## src/cdq_pkg.sv

```systemverilog
// cdq_pkg: shared constants, codes and types for the circular deque.
// Depends on nothing; imported by the interfaces, cdq_ctrl, circular_deque and the testbench.
`default_nettype none

package cdq_pkg;

  // Sizing
  localparam int DEPTH  = 8;
  localparam int DATA_W = 32;
  localparam int CMD_W  = 2;
  localparam int STAT_W = 2;
  localparam int OCC_W  = 4;
  localparam int PTR_W  = $clog2(DEPTH);
  localparam int CNT_W  = $clog2(DEPTH + 1);

  localparam logic [PTR_W-1:0] PTR_MAX  = PTR_W'(DEPTH - 1);
  localparam logic [CNT_W-1:0] CNT_FULL = CNT_W'(DEPTH);

  // Command codes
  typedef enum logic [CMD_W-1:0] {
    CMD_PUSH_FRONT = 2'd0,
    CMD_PUSH_BACK  = 2'd1,
    CMD_POP_FRONT  = 2'd2,
    CMD_POP_BACK   = 2'd3
  } cmd_t;

  // Result status codes
  typedef enum logic [STAT_W-1:0] {
    STAT_OK    = 2'd0,
    STAT_FULL  = 2'd1,
    STAT_EMPTY = 2'd2
  } stat_t;

  // Controller states
  typedef enum logic {
    S_IDLE,
    S_READ
  } state_t;

  // Store access request from the controller
  typedef struct packed {
    logic              we;
    logic [PTR_W-1:0]  waddr;
    logic [DATA_W-1:0] wdata;
    logic              re;
    logic [PTR_W-1:0]  raddr;
  } mem_req_t;

endpackage

`default_nettype wire

```

## src/cdq_if.sv

```systemverilog
// cdq_in_if / cdq_out_if: valid/ready channels for commands and results.
// Depends on cdq_pkg for field widths.
`default_nettype none

interface cdq_in_if import cdq_pkg::*; ();
  logic                     valid;
  logic                     ready;
  logic [CMD_W-1:0]         command;
  logic signed [DATA_W-1:0] push_value;

  modport source (output valid, output command, output push_value, input ready);
  modport sink   (input valid, input command, input push_value, output ready);
endinterface

interface cdq_out_if import cdq_pkg::*; ();
  logic                     valid;
  logic                     ready;
  logic signed [DATA_W-1:0] pop_value;
  logic [STAT_W-1:0]        status;
  logic [OCC_W-1:0]         occupancy;

  modport source (output valid, output pop_value, output status, output occupancy,
                  input ready);
  modport sink   (input valid, input pop_value, input status, input occupancy,
                  output ready);
endinterface

`default_nettype wire

```

## src/circular_deque.sv

```systemverilog
// circular_deque: top level of the double-ended queue.
// Depends on cdq_pkg, cdq_if (interfaces), cdq_ram and cdq_ctrl.
//
// Double-ended queue of DEPTH signed 32-bit words in a circular store. Each command
// transfer (push front, push back, pop front, pop back) yields exactly one result
// carrying the popped word (zero otherwise), a status (ok, full, empty) and the
// occupancy after the step; a refused push or pop changes nothing. A push or a
// refused command puts its result in the output register the cycle after the
// transfer and the next command may follow in that cycle, so pushes run at one per
// cycle while results are taken without a stall. A successful pop reads the store
// memory, whose read port is registered, and waits in S_READ; no command is taken there.
// The output register lets a new command be taken in the cycle its predecessor's
// result is taken. No clearing pass follows reset.
`default_nettype none

module circular_deque import cdq_pkg::*; (
  input  wire logic clk,
  input  wire logic rst_n,
  cdq_in_if.sink    in_ch,
  cdq_out_if.source out_ch
);

  mem_req_t          mem_req;
  logic [DATA_W-1:0] rd_data;

  // Pointers, count and result register
  cdq_ctrl u_ctrl (
    .clk     (clk),
    .rst_n   (rst_n),
    .in_ch   (in_ch),
    .out_ch  (out_ch),
    .mem_req (mem_req),
    .rd_data (rd_data)
  );

  // Word store
  cdq_ram #(
    .WIDTH (DATA_W),
    .DEPTH (DEPTH)
  ) u_ram (
    .clk   (clk),
    .we    (mem_req.we),
    .waddr (mem_req.waddr),
    .wdata (mem_req.wdata),
    .re    (mem_req.re),
    .raddr (mem_req.raddr),
    .rdata (rd_data)
  );

endmodule

`default_nettype wire

```

## src/cdq_ram.sv

```systemverilog
// cdq_ram: generic single-write, single-read synchronous RAM, registered read.
// Depends on nothing.
`default_nettype none

module cdq_ram #(
  parameter int WIDTH = 32,
  parameter int DEPTH = 8
) (
  input  wire logic                     clk,
  input  wire logic                     we,
  input  wire logic [$clog2(DEPTH)-1:0] waddr,
  input  wire logic [WIDTH-1:0]         wdata,
  input  wire logic                     re,
  input  wire logic [$clog2(DEPTH)-1:0] raddr,
  output      logic [WIDTH-1:0]         rdata
);

  logic [WIDTH-1:0] mem [DEPTH];

  // Write port
  always_ff @(posedge clk) begin
    if (we) begin
      mem[waddr] <= wdata;
    end
  end

  // Read port, registered
  always_ff @(posedge clk) begin
    if (re) begin
      rdata <= mem[raddr];
    end
  end

endmodule

`default_nettype wire

```

## src/cdq_ctrl.sv

```systemverilog
// cdq_ctrl: front/back pointers, occupancy count, store access and result register.
// Depends on cdq_pkg and the cdq_in_if / cdq_out_if interfaces.
`default_nettype none

module cdq_ctrl import cdq_pkg::*; (
  input  wire logic              clk,
  input  wire logic              rst_n,
  cdq_in_if.sink                 in_ch,
  cdq_out_if.source              out_ch,
  output      mem_req_t          mem_req,
  input  wire logic [DATA_W-1:0] rd_data
);

  state_t                   state_r, state_nxt;
  logic [PTR_W-1:0]         front_r, front_nxt;
  logic [PTR_W-1:0]         back_r, back_nxt;
  logic [CNT_W-1:0]         count_r, count_nxt;
  logic                     out_valid_r, out_valid_nxt;
  logic signed [DATA_W-1:0] res_value_r;
  stat_t                    res_status_r, res_status_nxt;
  logic [OCC_W-1:0]         res_occ_r;

  cmd_t             cmd;
  logic             is_push, is_full, is_empty, accept, refused;
  logic [PTR_W-1:0] front_inc, front_dec, back_inc, back_dec;

  // Decode and pointer neighbours (both pointers wrap either way)
  assign cmd       = cmd_t'(in_ch.command);
  assign is_push   = (cmd == CMD_PUSH_FRONT) || (cmd == CMD_PUSH_BACK);
  assign is_full   = (count_r == CNT_FULL);
  assign is_empty  = (count_r == '0);
  assign refused   = is_push ? is_full : is_empty;
  assign front_inc = (front_r == PTR_MAX) ? '0 : front_r + 1'b1;
  assign front_dec = (front_r == '0) ? PTR_MAX : front_r - 1'b1;
  assign back_inc  = (back_r == PTR_MAX) ? '0 : back_r + 1'b1;
  assign back_dec  = (back_r == '0) ? PTR_MAX : back_r - 1'b1;

  // Take a command only when idle and the result slot is free or draining
  assign in_ch.ready = (state_r == S_IDLE) && (!out_valid_r || out_ch.ready);
  assign accept      = in_ch.valid && in_ch.ready;

  // Next state
  always_comb begin
    state_nxt = state_r;
    unique case (state_r)
      S_IDLE: begin
        if (accept && !is_push && !is_empty) begin
          state_nxt = S_READ;
        end
      end
      S_READ: begin
        state_nxt = S_IDLE;
      end
      default: begin
        state_nxt = S_IDLE;
      end
    endcase
  end

  // Store requests, pointer and count updates
  always_comb begin
    mem_req        = '0;
    mem_req.wdata  = in_ch.push_value;
    front_nxt      = front_r;
    back_nxt       = back_r;
    count_nxt      = count_r;
    res_status_nxt = STAT_OK;
    if (refused) begin
      res_status_nxt = is_push ? STAT_FULL : STAT_EMPTY;
    end
    if (accept && !refused) begin
      unique case (cmd)
        CMD_PUSH_FRONT: begin
          mem_req.we    = 1'b1;
          mem_req.waddr = front_dec;
          front_nxt     = front_dec;
          count_nxt     = count_r + 1'b1;
        end
        CMD_PUSH_BACK: begin
          mem_req.we    = 1'b1;
          mem_req.waddr = back_r;
          back_nxt      = back_inc;
          count_nxt     = count_r + 1'b1;
        end
        CMD_POP_FRONT: begin
          mem_req.re    = 1'b1;
          mem_req.raddr = front_r;
          front_nxt     = front_inc;
          count_nxt     = count_r - 1'b1;
        end
        CMD_POP_BACK: begin
          mem_req.re    = 1'b1;
          mem_req.raddr = back_dec;
          back_nxt      = back_dec;
          count_nxt     = count_r - 1'b1;
        end
        default: begin
          mem_req.we = 1'b0;
        end
      endcase
    end
  end

  // Result slot: filled at a transfer that needs no read, or once read data lands
  always_comb begin
    out_valid_nxt = out_valid_r && !out_ch.ready;
    if ((accept && state_nxt == S_IDLE) || state_r == S_READ) begin
      out_valid_nxt = 1'b1;
    end
  end

  // Control registers
  always_ff @(posedge clk) begin
    if (!rst_n) begin
      state_r     <= S_IDLE;
      front_r     <= '0;
      back_r      <= '0;
      count_r     <= '0;
      out_valid_r <= 1'b0;
    end else begin
      state_r     <= state_nxt;
      front_r     <= front_nxt;
      back_r      <= back_nxt;
      count_r     <= count_nxt;
      out_valid_r <= out_valid_nxt;
    end
  end

  // Result payload
  always_ff @(posedge clk) begin
    if (accept) begin
      res_value_r  <= '0;
      res_status_r <= res_status_nxt;
      res_occ_r    <= OCC_W'(count_nxt);
    end else if (state_r == S_READ) begin
      res_value_r  <= $signed(rd_data);
    end
  end

  assign out_ch.valid     = out_valid_r;
  assign out_ch.pop_value = res_value_r;
  assign out_ch.status    = res_status_r;
  assign out_ch.occupancy = res_occ_r;

  // Checks
  a_count_bound: assert property (@(posedge clk) disable iff (!rst_n)
    count_r <= CNT_FULL)
    else $error("occupancy count above depth");

  a_ptr_meet: assert property (@(posedge clk) disable iff (!rst_n)
    (count_r == '0 || count_r == CNT_FULL) |-> (front_r == back_r))
    else $error("pointers apart while deque empty or full");

  a_one_access: assert property (@(posedge clk) disable iff (!rst_n)
    !(mem_req.we && mem_req.re))
    else $error("store written and read for one command");

  a_read_result: assert property (@(posedge clk) disable iff (!rst_n)
    (state_r == S_READ) |=> (out_valid_r && state_r == S_IDLE))
    else $error("pop read did not yield a result");

  a_read_stall: assert property (@(posedge clk) disable iff (!rst_n)
    (state_r == S_READ) |-> !in_ch.ready)
    else $error("command taken during pop read");

endmodule

`default_nettype wire

```

## src/flat_wrapper.sv

```systemverilog
// flat-port wrapper written by rule: the top's interface ports become plain ports
module circular_deque_flat import cdq_pkg::*;
  (clk, rst_n, in_ch_valid, in_ch_command, in_ch_push_value, in_ch_ready, out_ch_valid, out_ch_pop_value, out_ch_status, out_ch_occupancy, out_ch_ready);
  cdq_in_if in_ch_i ();
  cdq_out_if out_ch_i ();
  input  wire logic clk;
  input  wire logic rst_n;
  input wire logic [$bits(in_ch_i.valid)-1:0] in_ch_valid;
  input wire logic [$bits(in_ch_i.command)-1:0] in_ch_command;
  input wire logic [$bits(in_ch_i.push_value)-1:0] in_ch_push_value;
  output wire logic [$bits(in_ch_i.ready)-1:0] in_ch_ready;
  output wire logic [$bits(out_ch_i.valid)-1:0] out_ch_valid;
  output wire logic [$bits(out_ch_i.pop_value)-1:0] out_ch_pop_value;
  output wire logic [$bits(out_ch_i.status)-1:0] out_ch_status;
  output wire logic [$bits(out_ch_i.occupancy)-1:0] out_ch_occupancy;
  input wire logic [$bits(out_ch_i.ready)-1:0] out_ch_ready;
  assign in_ch_i.valid = in_ch_valid;
  assign in_ch_i.command = in_ch_command;
  assign in_ch_i.push_value = in_ch_push_value;
  assign in_ch_ready = in_ch_i.ready;
  assign out_ch_valid = out_ch_i.valid;
  assign out_ch_pop_value = out_ch_i.pop_value;
  assign out_ch_status = out_ch_i.status;
  assign out_ch_occupancy = out_ch_i.occupancy;
  assign out_ch_i.ready = out_ch_ready;
  circular_deque u_core (.clk(clk), .rst_n(rst_n), .in_ch(in_ch_i), .out_ch(out_ch_i));
endmodule
```

## config.mk

```make
export PLATFORM = sky130hd
export DESIGN_NAME = circular_deque_flat
export DESIGN_NICKNAME = d
export VERILOG_FILES = /design/src/cdq_pkg.sv /design/src/cdq_if.sv /design/src/circular_deque.sv /design/src/cdq_ram.sv /design/src/cdq_ctrl.sv /design/src/flat_wrapper.sv
export SDC_FILE = /design/constraint.sdc
export NUM_CORES = 1
export LEC_CHECK = 0
export BUFFER_PORTS_ARGS = -buffer_cell sky130_fd_sc_hd__buf_2
export CORE_MARGIN = 4
export CORE_UTILIZATION = 50
export DETAILED_ROUTE_END_ITERATION = 8
export HOLD_SLACK_MARGIN = 0.08
export PLACE_DENSITY = 0.67
export RECOVER_POWER = 25
export SLEW_MARGIN = 20
export SYNTH_ARGS = -nofsm -noshare
export SYNTH_HDL_FRONTEND = slang
export SYNTH_SLANG_ARGS = --single-unit
```

## constraint.sdc

```tcl
create_clock -name clk -period 5.2 [get_ports clk]
set_input_delay 0 -clock clk [delete_from_list [all_inputs] [get_ports clk]]
set_output_delay 0 -clock clk [all_outputs]
set_load 0.02 [all_outputs]
```

---- Yosys cells after proc, flatten, opt, wreduce, memory -nomap -nowiden ----
Memories as Yosys holds them, arrays and structs flattened. A register that Yosys moved wholly into a read port is not among the register bits.
Cells that the tools add are included.
operators by class
  muxes and demuxes ....................... 19
  order comparisons ....................... 0
  equality and inequality tests ........... 6
  reductions and logical operators ........ 25
  divide/modulo/power cells ............... 0
  $add $sub $neg .......................... 6
  bitwise operators ....................... 2
  multiply operators ...................... 0
  shifts and indexed selects .............. 0
operators with widths
  operator                                             count
  case mux 4 bit (2 select lines)                      3
  2-to-1 mux 3 bit                                     4
  2-to-1 mux 4 bit                                     3
  case mux 3 bit (2 select lines)                      2
  logical AND 1 bit                                    7
  adder 3 x 1 -> 3 bit, second input constant          2
  equality test 3 bit, second input constant           2
  logical NOT 3 bit                                    2
  subtractor 3 x 1 -> 3 bit, second input constant     2
  logical NOT 1 bit                                    5
  2-to-1 mux 1 bit                                     5
  adder 4 x 1 -> 4 bit, second input constant          1
  equality test 2 bit, second input constant           2
  equality test 4 bit, second input constant           1
  logical NOT 4 bit                                    1
  AND reduction 2 bit                                  2
  nonzero test 2 bit                                   2
  OR reduction 2 bit                                   2
  subtractor 4 x 1 -> 4 bit, second input constant     1
  logical OR 1 bit                                     3
  equality test 2 x 1 -> 1 bit, second input constant  1
  logical NOT 2 bit                                    1
  2-to-1 mux 2 bit                                     1
  NOT 1 bit                                            2
  case mux 1 bit (2 select lines)                      1
storage, ports and cells
  output and inout port bits .............. 40
  memory bits (read-only) ................. 0
  input bits .............................. 38
  memory bits (writable) .................. 256
  latch bits .............................. 0
  logic and storage cells ................. 67
  memories kept ........................... 1
  register bits ........................... 50
memories
  name              words  width  read ports  clocked after memory_dff  wr ports  line           text
  u_core.u_ram.mem  8      32     1           1                         1         cdq_ram.sv:18  logic [WIDTH-1:0] mem [DEPTH];

---- Depth between registers and ports, before layout ----
Gate-level depths: netlist (run 1).
  depth in word-level cells ............... 12
  mapped depth ............................ 10
  depth with buffers taken out ............ 7

---- Cells and area by module ----
Synthesis (run 1) repeated with hierarchy kept, for this count alone.
second synthesis, totals
  cells, all modules ...................... 676
  area total of the unflattened synthesis .. 13315.3 µm²
modules (own cells, without submodules)
  module    cells each  area an instance (µm²)  seq. area each (µm²)  instances
  cdq_ram   415         10786.6                 8648.3                1
  cdq_ctrl  261         2528.7                  1061.0                1

---- Least setup slack after synthesis (run 1) ----
OpenSTA, ideal clock, no wires.
  kind .................................... reg2reg
  start point ............................. reg u_core.u_ctrl.count_r[3]
  end point ............................... mem u_core.u_ram.mem[2][0], enable pin
  cell stages (with the launch flop) ...... 7
  period minus slack after synthesis ...... 4.271 ns
  library setup time ...................... 0.468 ns
  data required time ...................... 4.732 ns
  path slack .............................. 0.929 ns
  arrival ................................. 3.803 ns
  buffers on the path ..................... 2
  cell sequence ........................... dfxtp_1 > buf_2 > xnor2_1 > o211a_2 > clkbuf_1 > nand2_1 > nor3b_1
on the way
  longest elaborated chain between the ends .. 7
  elaborated cells on any way between the ends .. 8
  those cells by class .................... eq/ne: 1; mux: 4; reduce/logical: 3
RTL lines
  item                                                      line                            text
  start: declaration                                        cdq_ctrl.sv:17                  logic [CNT_W-1:0] count_r, count_nxt;
  start signal: assignment                                  cdq_ctrl.sv:124                 count_r <= count_nxt;
  equality test 4 bit or logical NOT 4 bit (tied branches)  cdq_ctrl.sv:30, cdq_ctrl.sv:31
  2-to-1 mux 1 bit (*)                                      cdq_ctrl.sv:32                  assign refused = is_push ? is_full : is_empty;
  logical NOT 1 bit (*)                                     cdq_ctrl.sv:71                  if (accept && !refused) begin
  logical AND 1 bit (*)                                     cdq_ctrl.sv:71
  2-to-1 mux 4 bit (*)                                      cdq_ctrl.sv:71
  2-to-1 mux 1 bit                                          cdq_ram.sv:22                   if (we) begin
  2-to-1 mux 1 bit (implied by the code)                    cdq_ram.sv:23                   mem[waddr] <= wdata;
  end: declaration                                          cdq_ram.sv:18
Every way passes the cells marked *; elsewhere a longest branch is shown, timed or not.

---- Final worst setup path (run 1) ----
  start point ............................. reg u_core.u_ctrl.state_r
  end point ............................... mem u_core.u_ram.mem[6][22], enable pin
on the way
  longest elaborated chain between the ends .. 7
RTL lines
  item                                    line             text
  start: declaration                      cdq_ctrl.sv:14   state_t state_r, state_nxt;
  start signal: assignment                cdq_ctrl.sv:121  state_r <= state_nxt;
  NOT 1 bit (*)                           cdq_ctrl.sv:39   assign in_ch.ready = (state_r == S_IDLE) && (!out_valid_r || out_ch.ready);
  logical AND 1 bit (*)                   cdq_ctrl.sv:39
  logical AND 1 bit (*)                   cdq_ctrl.sv:40   assign accept = in_ch.valid && in_ch.ready;
  logical AND 1 bit (*)                   cdq_ctrl.sv:71
  2-to-1 mux 4 bit (*)                    cdq_ctrl.sv:71
  2-to-1 mux 1 bit                        cdq_ram.sv:22
  2-to-1 mux 1 bit (implied by the code)  cdq_ram.sv:23
Marks and branches as above.

==> flow_summary.json, run 1 <==
{
  "pwr-share-seq_pct": 47.4,
  "dr.pass1.iters": 6,
  "worstSetupEndpointType": "register",
  "grtUsageTotal_pct": 20.8,
  "required_ns": 5.34,
  "synth-edff-count": 294,
  "die-area_sq_um": 30700,
  "worstPathMaxFanout": 41,
  "fmax_ghz": 0.280,
  "min-delay-path-class": "in2reg",
  "worst_setup_path_start_kind": "register",
  "dpl.hpwl_um": 18600,
  "viasPerCell": 5.96,
  "synthTopCellsByCount": "edfxtp_1, nor2_1, o21ai_0",
  "antenna_found_initial": 1,
  "gr-total-overflow": 0,
  "path_class": "reg2reg",
  "wire_per_inst_um": 21.5,
  "syn_area_sq_um": 14000,
  "grt_max_degree": 96,
  "synth_top_area_share_pct": 63.2,
  "grt_setup_unrepaired": "no",
  "ant_nets": 0,
  "io_pins": 78,
  "fp.dieW_um": 175,
  "hold-path-endpoint": "u_core.u_ctrl.out_ch.valid",
  "r2r-end": "u_core.u_ram.mem[6][22]",
  "seq_area_frac_synth_pct": 69.5,
  "arrival_ns": 3.70,
  "p_int_mw": 4.98,
  "finalCritPeriodShare_pct": 68.6,
  "clock_path_buffers": 3,
  "power_frac_comb_pct": 14.5,
  "fin_worst_skew_ns": 0.0133,
  "synth_area_leaders": "edfxtp_1, dfxtp_1, mux2i_1, o21ai_0, nor2_1",
  "grt_pass1_wl_um": 50500,
  "ys_warn_count": 0,
  "leakage_nw": 5.58,
  "synth_area_per_cell_sq_um": 13.7,
  "peakVddDrop_mv": 0.356,
  "yosysTopAreaCell": "edfxtp_1",
  "nets": 1163,
  "powerDensity_nw_per_um2": 409,
  "drt_wl_total_um": 32600,
  "synthCells": 1018,
  "cts-root-buf": "clkbuf_16",
  "hold_slack_ns": 0.114,
  "clk_pin_slew_ns": 0.06,
  "drv_cap": 0,
  "start_util_pct": 51.3,
  "synth.most_common_cell": "edfxtp_1",
  "status": "complete, no violations",
  "rows": 60,
  "portBuffers": 77,
  "ys_ff_latch": 338,
  "clk_latency_ns": 0.51,
  "drc": 0,
  "core-area_sq_um": 27300,
  "num-fill-cells": 2105,
  "cts.repair.resized": 0,
  "grt_pass1_vias": 8970,
  "r2r-start": "u_core.u_ctrl.state_r",
  "place_ws_ns": 1.66,
  "ff2ff_setup_slack_ns": 1.63,
  "min_path_cells": 5,
  "die_h_um": 175,
  "syn-num-nets": 1067,
  "worst_pin_slew_ns": 1.07,
  "p_sw_share_pct": 25.5,
  "hold_violations": 0,
  "min_period_ns": 3.57,
  "reg2reg_depth": 6,
  "switchingPower_mw": 1.70,
  "drive_above_1_share_pct": 13.4,
  "htree_levels": 2,
  "cts_tree": "done",
  "vias": 9016,
  "cts.sinks": 338,
  "synthFlopType": "edfxtp_1",
  "synth_cell_types": 48,
  "finalSetupViolCount": 0,
  "drt-initial-drc-count": 847,
  "cts_buffers": 36,
  "final.setup.tns_ns": 0,
  "area_delta_synth_final_pct": 16.8,
  "min_from": "out_ch_ready",
  "relSlewSlack_pct": 28.4,
  "gpl.final_weighted_congestion": 0.757,
  "clockPowerShare_pct": 38.1,
  "async_flop_share_pct": 0,
  "fin_ws_ns": 1.63,
  "drv_slew": 0
}
## registers in the layout (all words and copies together) (netlist names)
register                        cells
u_core.u_ram.rdata                 32
u_core.u_ctrl.out_ch.occupancy      4
u_core.u_ctrl.count_r               4
u_core.u_ctrl.out_ch.pop_value     32
u_core.u_ctrl.front_r               3
u_core.u_ram.mem                  256
u_core.u_ctrl.state_r               1
u_core.u_ctrl.out_ch.valid          1
u_core.u_ctrl.out_ch.status         2
u_core.u_ctrl.back_r                3
## worst max-delay path, stage by stage (launching register included)
cell     delay, ns
dfxtp_2       0.49
buf_4         0.35
nor2b_1       0.27
o211a_2       0.93
nand2_1       0.35
nor3_2        0.26
buf_4         0.51
## power groups by stage
stage / registers [mW] / logic (mW) / clock network [mW]
after floorplan: 3.24 / 0.597 / 0
after global placement: 3.22 / 0.919 / 0
after detailed placement: 3.22 / 0.949 / 0
after CTS: 3.17 / 0.972 / 2.59
after global routing: 3.18 / 1.05 / 2.71
final: 3.17 / 0.967 / 2.55
## cell usage in the layout, fill, tap and decap left out, types with 36 or more instances in the layout
cell type  synthesis  layout
a31oi_1           36      36
clkbuf_1          59      36
clkbuf_16          0      37
o21ai_0           66      66
nor2_1            78      71
buf_2             11      52
a21oi_1           44      44
dfxtp_1           44      43
nand2b_1          37      37
edfxtp_1         294     294
## layout make-up
class                      count  area (sq um)  area share [%]
clock inverter                13           165            1.01
inverter                      10          37.5           0.230
clock buffer                  51          1010            6.18
multi-input combinational    590          3960            24.3
timing repair buffer         138           972            5.96
tap                          372           465            2.85
sequential                   338          9710            59.5
antenna                        1          2.50          0.0153
## repair_timing
item                                   in CTS  in global routing
endpoints found under the hold margin     268                  0
hold buffers                               35                  0
buffers inserted                            0                  0
## layer usage
layer | part of all wire [%] | GRT usage (%) | routed length, um
met5 | 0 | 0 | 0
met2 | 50 | 35.6 | 16200
met1 | 42 | 27.7 | 13700
met3 | 6.0 | 3.40 | 1970
met4 | 2.0 | 6.12 | 654
## per-stage QoR
stage | util [%] | cell area (sq um) | total power [mW] | std cells
after detailed placement | 54.3 | 14800 | 4.17 | 1412
after CTS | 59.9 | 16300 | 6.73 | 1511
after floorplan | - | 14000 | 3.84 | 1018
after global routing | 59.9 | 16300 | 6.93 | 1513
after global placement | 54.1 | 14700 | 4.14 | 1410
final | 59.9 | 16300 | 6.68 | 1513
## worst max path at each step
stage / from / endpoint / slack [ns]
finish: u_core.u_ctrl.state_r / u_core.u_ram.mem[6][22] / 1.63
CTS: u_core.u_ctrl.state_r / u_core.u_ram.mem[6][22] / 1.61
global placement: u_core.u_ctrl.state_r / u_core.u_ram.mem[6][12] / 1.75
detailed placement: u_core.u_ctrl.state_r / u_core.u_ram.mem[6][17] / 1.66
global route: u_core.u_ctrl.state_r / u_core.u_ram.mem[6][22] / 1.45
floorplan: u_core.u_ctrl.count_r[3] / u_core.u_ram.mem[2][0] / 0.93
## logic make-up (layout without fill, tap and decap cells)
group	Yosys count	after routing	synth area share [%]
DFF	338	338	69.5
xor gates and xnor gates	6	6	0.376
adders and majority gates	11	11	1.04
other	0	1	0
AOI/OAI and AO/OA	323	323	15.9
muxes	35	35	2.52
and+or+nand+nor	215	215	7.97
buffers and inverters	90	212	2.76
No activity file was read; power rests on OpenSTA's default activity.
==> run 2: changes to the inputs <==
--- a/config.mk
+++ b/config.mk
@@ -5,6 +5,7 @@
 export SDC_FILE = /design/constraint.sdc
 export NUM_CORES = 1
 export LEC_CHECK = 0
+export ABC_AREA = 1
 export BUFFER_PORTS_ARGS = -buffer_cell sky130_fd_sc_hd__buf_2
 export CORE_MARGIN = 4
 export CORE_UTILIZATION = 50
==> constraint.sdc (replaced) <==
create_clock -name clk -period 3.7 [get_ports clk]
set_input_delay 0 -clock clk [delete_from_list [all_inputs] [get_ports clk]]
set_output_delay 0 -clock clk [all_outputs]
set_load 0.02 [all_outputs]
==> run 2 against run 1 <==
Effect of this change: power is 38% higher; register-to-register slack worse by 0.79 ns; flip-flop and latch count stayed put; critical path type unchanged.
==> flow_summary.json, run 2 <==
{
  "dr.pass1.iters": 5,
  "start_util_pct": 51.0,
  "post_cts_buffers": 0,
  "io_pins": 78,
  "wire_per_inst_um": 15.8,
  "status": "complete, no violations",
  "fmax_ghz": 0.350,
  "cts-root-buf": "clkbuf_16",
  "relSlewSlack_pct": 48.9,
  "grtUsageTotal_pct": 18.9,
  "synth_area_leaders": "edfxtp_1, nand2_1, dfxtp_1, inv_1, nand3_1",
  "syn_area_sq_um": 14700,
  "grt_pass1_vias": 9259,
  "worstPathMaxFanout": 26,
  "clock_path_buffers": 3,
  "die_h_um": 180,
  "worst_pin_slew_ns": 0.767,
  "clk_latency_ns": 0.51,
  "arrival_ns": 3.00,
  "finalSetupViolCount": 0,
  "portBuffers": 77,
  "vias": 9866,
  "grt_setup_unrepaired": "no",
  "synth_cell_types": 31,
  "powerDensity_nw_per_um2": 543,
  "synth.most_common_cell": "nand2_1",
  "required_ns": 3.85,
  "antenna_cells": 0,
  "synth_top_area_share_pct": 60.0,
  "grt_pass1_wl_um": 49500,
  "r2r-end": "u_core.u_ram.mem[3][4]",
  "mostFrequentLayoutCells": "nand2_1, edfxtp_1, inv_1",
  "finalCritPeriodShare_pct": 77.2,
  "synthCells": 1453,
  "crit_start": "u_core.u_ctrl.count_r[0]",
  "htree_levels": 2,
  "top_register": "u_core.u_ram.mem",
  "ff2ff_setup_slack_ns": 0.84,
  "synthTopCellsByCount": "nand2_1, edfxtp_1, inv_1",
  "ant_nets": 0,
  "area_delta_synth_final_pct": 15.3,
  "hold_violations": 0,
  "fp.dieW_um": 180,
  "design_area_sq_um": 17000,
  "antenna_found_initial": 0,
  "seq_area_frac_synth_pct": 66.0,
  "ys_ff_latch": 338,
  "worst_setup_path_start_kind": "register",
  "postCtsHoldBufs": 39,
  "async_flop_share_pct": 0,
  "clk_pin_slew_ns": 0.06,
  "min-delay-path-class": "in2reg",
  "synth-edff-count": 294,
  "drc": 0,
  "drv_slew": 0,
  "largest_register_ffs": 256,
  "core-area_sq_um": 28900,
  "r2r-start": "u_core.u_ctrl.count_r[0]",
  "fin_worst_skew_ns": 0.0115,
  "peakVddDrop_mv": 0.307,
  "dpl.hpwl_um": 17900,
  "min_period_ns": 2.86,
  "die-area_sq_um": 32200,
  "cts.sinks": 338,
  "worstSetupEndpointType": "register",
  "final_common_cell": "nand2_1",
  "syn-num-nets": 1502,
  "gr-total-overflow": 0,
  "grt_max_degree": 109,
  "placed_cells": 1866,
  "yosysTopAreaCell": "edfxtp_1",
  "num-fill-cells": 2483,
  "crit_end": "u_core.u_ram.mem[3][4]",
  "rows": 62,
  "leakage_nw": 7.32,
  "synthFlopType": "edfxtp_1",
  "drt-initial-drc-count": 792,
  "path_class": "reg2reg",
  "drive_above_1_share_pct": 9.90,
  "drv_cap": 0,
  "cts_buffers": 36,
  "final.setup.tns_ns": 0,
  "layoutNonFillerInstCount": 1970,
  "placed_cell_area_sq_um": 15500,
  "cts_tree": "done",
  "cts.repair.resized": 0,
  "drt_wl_total_um": 31200,
  "viasPerCell": 5.01,
  "synth_area_per_cell_sq_um": 10.1,
  "nets": 1608,
  "reg2reg_depth": 9,
  "gpl.final_weighted_congestion": 0.777,
  "ys_warn_count": 0
}
## run 2: cell types whose count changed after synthesis, sizes merged, moves of 50 or more
cell    change
clkbuf     -50
inv       +178
nand2     +447
nand3     +103
nand3b     +63
nor2       +71
o21ai      -56
## run 2: per-stage QoR
stage / worst slack [ns] / power [mW] / hold WS (ns) / utilization, %
6_report: 0.844 / 9.21 / 0.101 / 58.7
5_1_grt: 0.617 / 9.64 / 0.146 / 58.7
4_1_cts: 0.811 / 9.30 / 0.0885 / 58.8
3_5_place_dp: 0.826 / 5.87 / 0.275 / 53.6
3_3_place_gp: 0.891 / 5.84 / 0.274 / 53.6
2_1_floorplan: 0.231 / 5.48 / 0.0989 / -
## run 2: worst max-delay path, stage by stage, from the launching register on
cell and delay [ns]:
dfxtp_1 0.42, nor2_1 0.11, nand3_2 0.12, nand2_2 0.08, nor2_4 0.31, inv_2 0.14
nor2_2 0.39, inv_2 0.20, nor2_4 0.26, buf_4 0.45
## run 2: power breakdown
| part | total (mW) | internal (mW) | switching [mW] |
|---|---|---|---|
| Combinational | 1.31 | 0.382 | 0.925 |
| Clock | 3.39 | 1.98 | 1.41 |
| Sequential | 4.51 | 4.42 | 0.0944 |
| Total | 9.21 | 6.78 | 2.43 |
## run 2: cell families (layout without fill, tap and decap cells)
logic type                 count (synthesis)  count (layout)  synth area share (%)
buffers and inverters                    263             396                  7.80
xor gates and xnor gates                   5               5                 0.298
adders and majority gates                 11              11                 0.987
AOI/OAI and AO/OA                         28              28                 0.995
DFF                                      338             338                  66.0
and+or+nand+nor                          808             808                  23.9
## run 2: area by class of cell
cell class / count / area (sq um) / area share, %
well taps: 384 / 480 / 2.83
clock inverters: 22 / 176 / 1.04
inverters: 189 / 711 / 4.19
repair buffers: 142 / 991 / 5.85
flip-flops and latches: 338 / 9710 / 57.3
clock buffers: 43 / 948 / 5.59
multi-input cells: 852 / 3940 / 23.2
## run 2: how the worst min path moves through the flow
stage / end / start / slack, ns / cells past startpoint
floorplan: u_core.u_ram.mem[0][0] / in_ch_push_value[0] / 0.1 / 0
global placement: u_core.u_ram.mem[0][14] / in_ch_push_value[14] / 0.27 / 1
finish: u_core.u_ctrl.count_r[2] / out_ch_ready / 0.10 / 7
global route: u_core.u_ctrl.count_r[2] / out_ch_ready / 0.15 / 7
detailed placement: u_core.u_ram.mem[5][28] / in_ch_push_value[28] / 0.27 / 1
CTS: u_core.u_ctrl.count_r[2] / out_ch_ready / 0.09 / 7
## run 2: metal layers
metal / track usage [%] / vias to the layer above / share of wire (%)
met5: 0 / - / 0
met4: 5.33 / 0 / 2.4
met3: 2.83 / 62 / 5.4
met2: 30.1 / 304 / 45
met1: 27.3 / 4605 / 47
li1: - / 4895 / -
==> run 3: changes to the inputs <==
--- a/config.mk
+++ b/config.mk
@@ -5,7 +5,7 @@
 export SDC_FILE = /design/constraint.sdc
 export NUM_CORES = 1
 export LEC_CHECK = 0
-export ABC_AREA = 1
+export ABC_AREA = 0
 export BUFFER_PORTS_ARGS = -buffer_cell sky130_fd_sc_hd__buf_2
 export CORE_MARGIN = 4
 export CORE_UTILIZATION = 50
==> constraint.sdc (replaced) <==
create_clock -name clk -period 2.9 [get_ports clk]
set_input_delay 0 -clock clk [delete_from_list [all_inputs] [get_ports clk]]
set_output_delay 0 -clock clk [all_outputs]
set_load 0.02 [all_outputs]
==> run 3 against run 2 <==
Effect of this change: flip-flop and latch count unchanged; highest routed layer unchanged; first-iteration DRC count grew 8.8%; clock power increased by 30%; non-clock buffer count increased by 18; clock skew is 0.0020 ns lower; wire length grew 8.6%; via count down 7.5%; largest power group unchanged; combinational power is 44% higher.
==> flow_summary.json, run 3 (synthesis gave the netlist of run 1 again) <==
{
  "drc": 0,
  "htree_levels": 2,
  "fin_util_pct": 61.0,
  "clock_path_buffers": 3,
  "cts_buffers": 35,
  "fin_worst_skew_ns": 0.00948,
  "leakage_nw": 5.72,
  "cts_tree": "done",
  "start_util_pct": 51.3,
  "grt_setup_unrepaired": "no",
  "cts-root-buf": "clkbuf_16",
  "min_period_ns": 2.77,
  "clk_pin_slew_ns": 0.06,
  "cts.sinks": 338,
  "final_common_cell": "edfxtp_1",
  "core-area_sq_um": 27300,
  "top_register": "u_core.u_ram.mem",
  "grt_max_degree": 96,
  "worst_setup_path_start_kind": "register",
  "fp.dieW_um": 175,
  "multi_input_area_sq_um": 4000,
  "peakVddDrop_mv": 0.477,
  "finalSetupViolCount": 0,
  "fmax_ghz": 0.361,
  "finalCritPeriodShare_pct": 95.5,
  "nets": 1185,
  "largest_register_ffs": 256,
  "vias": 9125,
  "die_h_um": 175,
  "path_class": "reg2reg",
  "grt_pass1_vias": 9084,
  "antenna_found_initial": 1,
  "area_delta_synth_final_pct": 18.9,
  "drt-initial-drc-count": 862,
  "ant_nets": 0,
  "clk_latency_ns": 0.52,
  "worstPathMaxFanout": 20,
  "placed_cells": 1431,
  "worstSetupEndpointType": "register",
  "mostFrequentLayoutCells": "edfxtp_1, nor2_1, o21ai_0",
  "hold_violations": 0,
  "portBuffers": 77,
  "gr-total-overflow": 0,
  "drv_cap": 0,
  "powerDensity_nw_per_um2": 721,
  "grt_pass1_wl_um": 51700,
  "io_pins": 78,
  "status": "complete, no violations",
  "required_ns": 3.36,
  "min-delay-path-class": "in2reg",
  "wire_per_inst_um": 22.0,
  "arrival_ns": 3.23,
  "die-area_sq_um": 30700,
  "dr.pass1.iters": 5,
  "num-fill-cells": 2067,
  "seqCellArea_sq_um": 9710,
  "gpl.final_weighted_congestion": 0.787,
  "drt_wl_total_um": 33800,
  "dpl.hpwl_um": 17700,
  "relSlewSlack_pct": 24.2,
  "rows": 60,
  "layoutNonFillerInstCount": 1536,
  "drive_above_1_share_pct": 14.5,
  "viasPerCell": 5.94,
  "drv_slew": 0,
  "grtUsageTotal_pct": 21.4,
  "worst_pin_slew_ns": 1.14
}
run 3: cell types whose count changed in the layout (fill, tap and decap cells not counted), sizes merged, moves of 34 or more:
cell	before	now
o21ai	12	68
nand3	135	32
or3	0	36
nand2b	0	38
nand2	457	10
nand3b	64	1
a21o	0	35
inv	190	11
nor2	149	79
mux2i	0	34
a31oi	0	37
run 3: metrics by stage:
step	TNS, ns	setup slack [ns]	hold WS [ns]	instance area [sq um]	total power, mW
floorplan	-60.36	-0.416	0.0989	14000	6.89
global placement	0	0.195	0.270	15100	7.51
detailed placement	0	0.0760	0.276	15100	7.53
CTS	0	0.0625	0.123	16600	12.0
global route	0	0.0112	0.163	16600	12.5
finish	0	0.132	0.127	16600	12.0
run 3: path summary, 6_finish.rpt:
kind / start / to / slack (ns) / depth (start not counted)
worst max register to register: u_core.u_ctrl.count_r[1] / u_core.u_ctrl.front_r[0] / 0.13 / 8
worst min-delay path: out_ch_ready / u_core.u_ctrl.out_ch.valid / 0.13 / 5
worst min register to register: u_core.u_ram.rdata[8] / u_core.u_ctrl.out_ch.pop_value[8] / 0.48 / 2
worst max-delay path: u_core.u_ctrl.count_r[1] / u_core.u_ctrl.front_r[0] / 0.13 / 8
run 3: layout make-up:
cell class                      count  share of cell area (%)
Sequential cell                   338                    58.5
Multi-Input combinational cell    591                    24.1
Timing Repair Buffer              160                    7.62
Clock buffer                       49                    5.84
Tap cell                          372                    2.80
Clock inverter                     15                   0.957
Inverter                           10                   0.226
Antenna cell                        1                  0.0151
run 3: layer usage:
metal | global-route usage, % | up-vias | part of all wire [%]
li1 | - | 4185 | -
met5 | 0 | - | 0
met4 | 6.68 | 0 | 2.2
met2 | 34.1 | 329 | 47
met1 | 30.0 | 4546 | 44
met3 | 4.02 | 65 | 6.4
run 3: worst max-delay path: stages (launching register included):
cell and delay, ns:
dfxtp_1 0.36, or3_4 0.44, o211a_4 0.30, buf_12 0.18, o2111ai_1 0.11, nand2_1 0.07
dlygate4sd3_1 0.56, a21oi_1 0.11, dlygate4sd3_1 0.56
run 3: repair_timing:
action	4_1_cts	5_1_grt
hold buffers	38	0
gates resized for setup	0	1
buffers inserted	0	0
setup endpoints to repair	0	12
hold endpoints to repair	271	0
run 3: where the power goes:
part           switching [mW]  internal, mW  total (mW)
Clock                    1.81          2.61        4.42
Combinational            1.21         0.675        1.89
Sequential              0.109          5.55        5.66
Total                    3.13          8.84        12.0
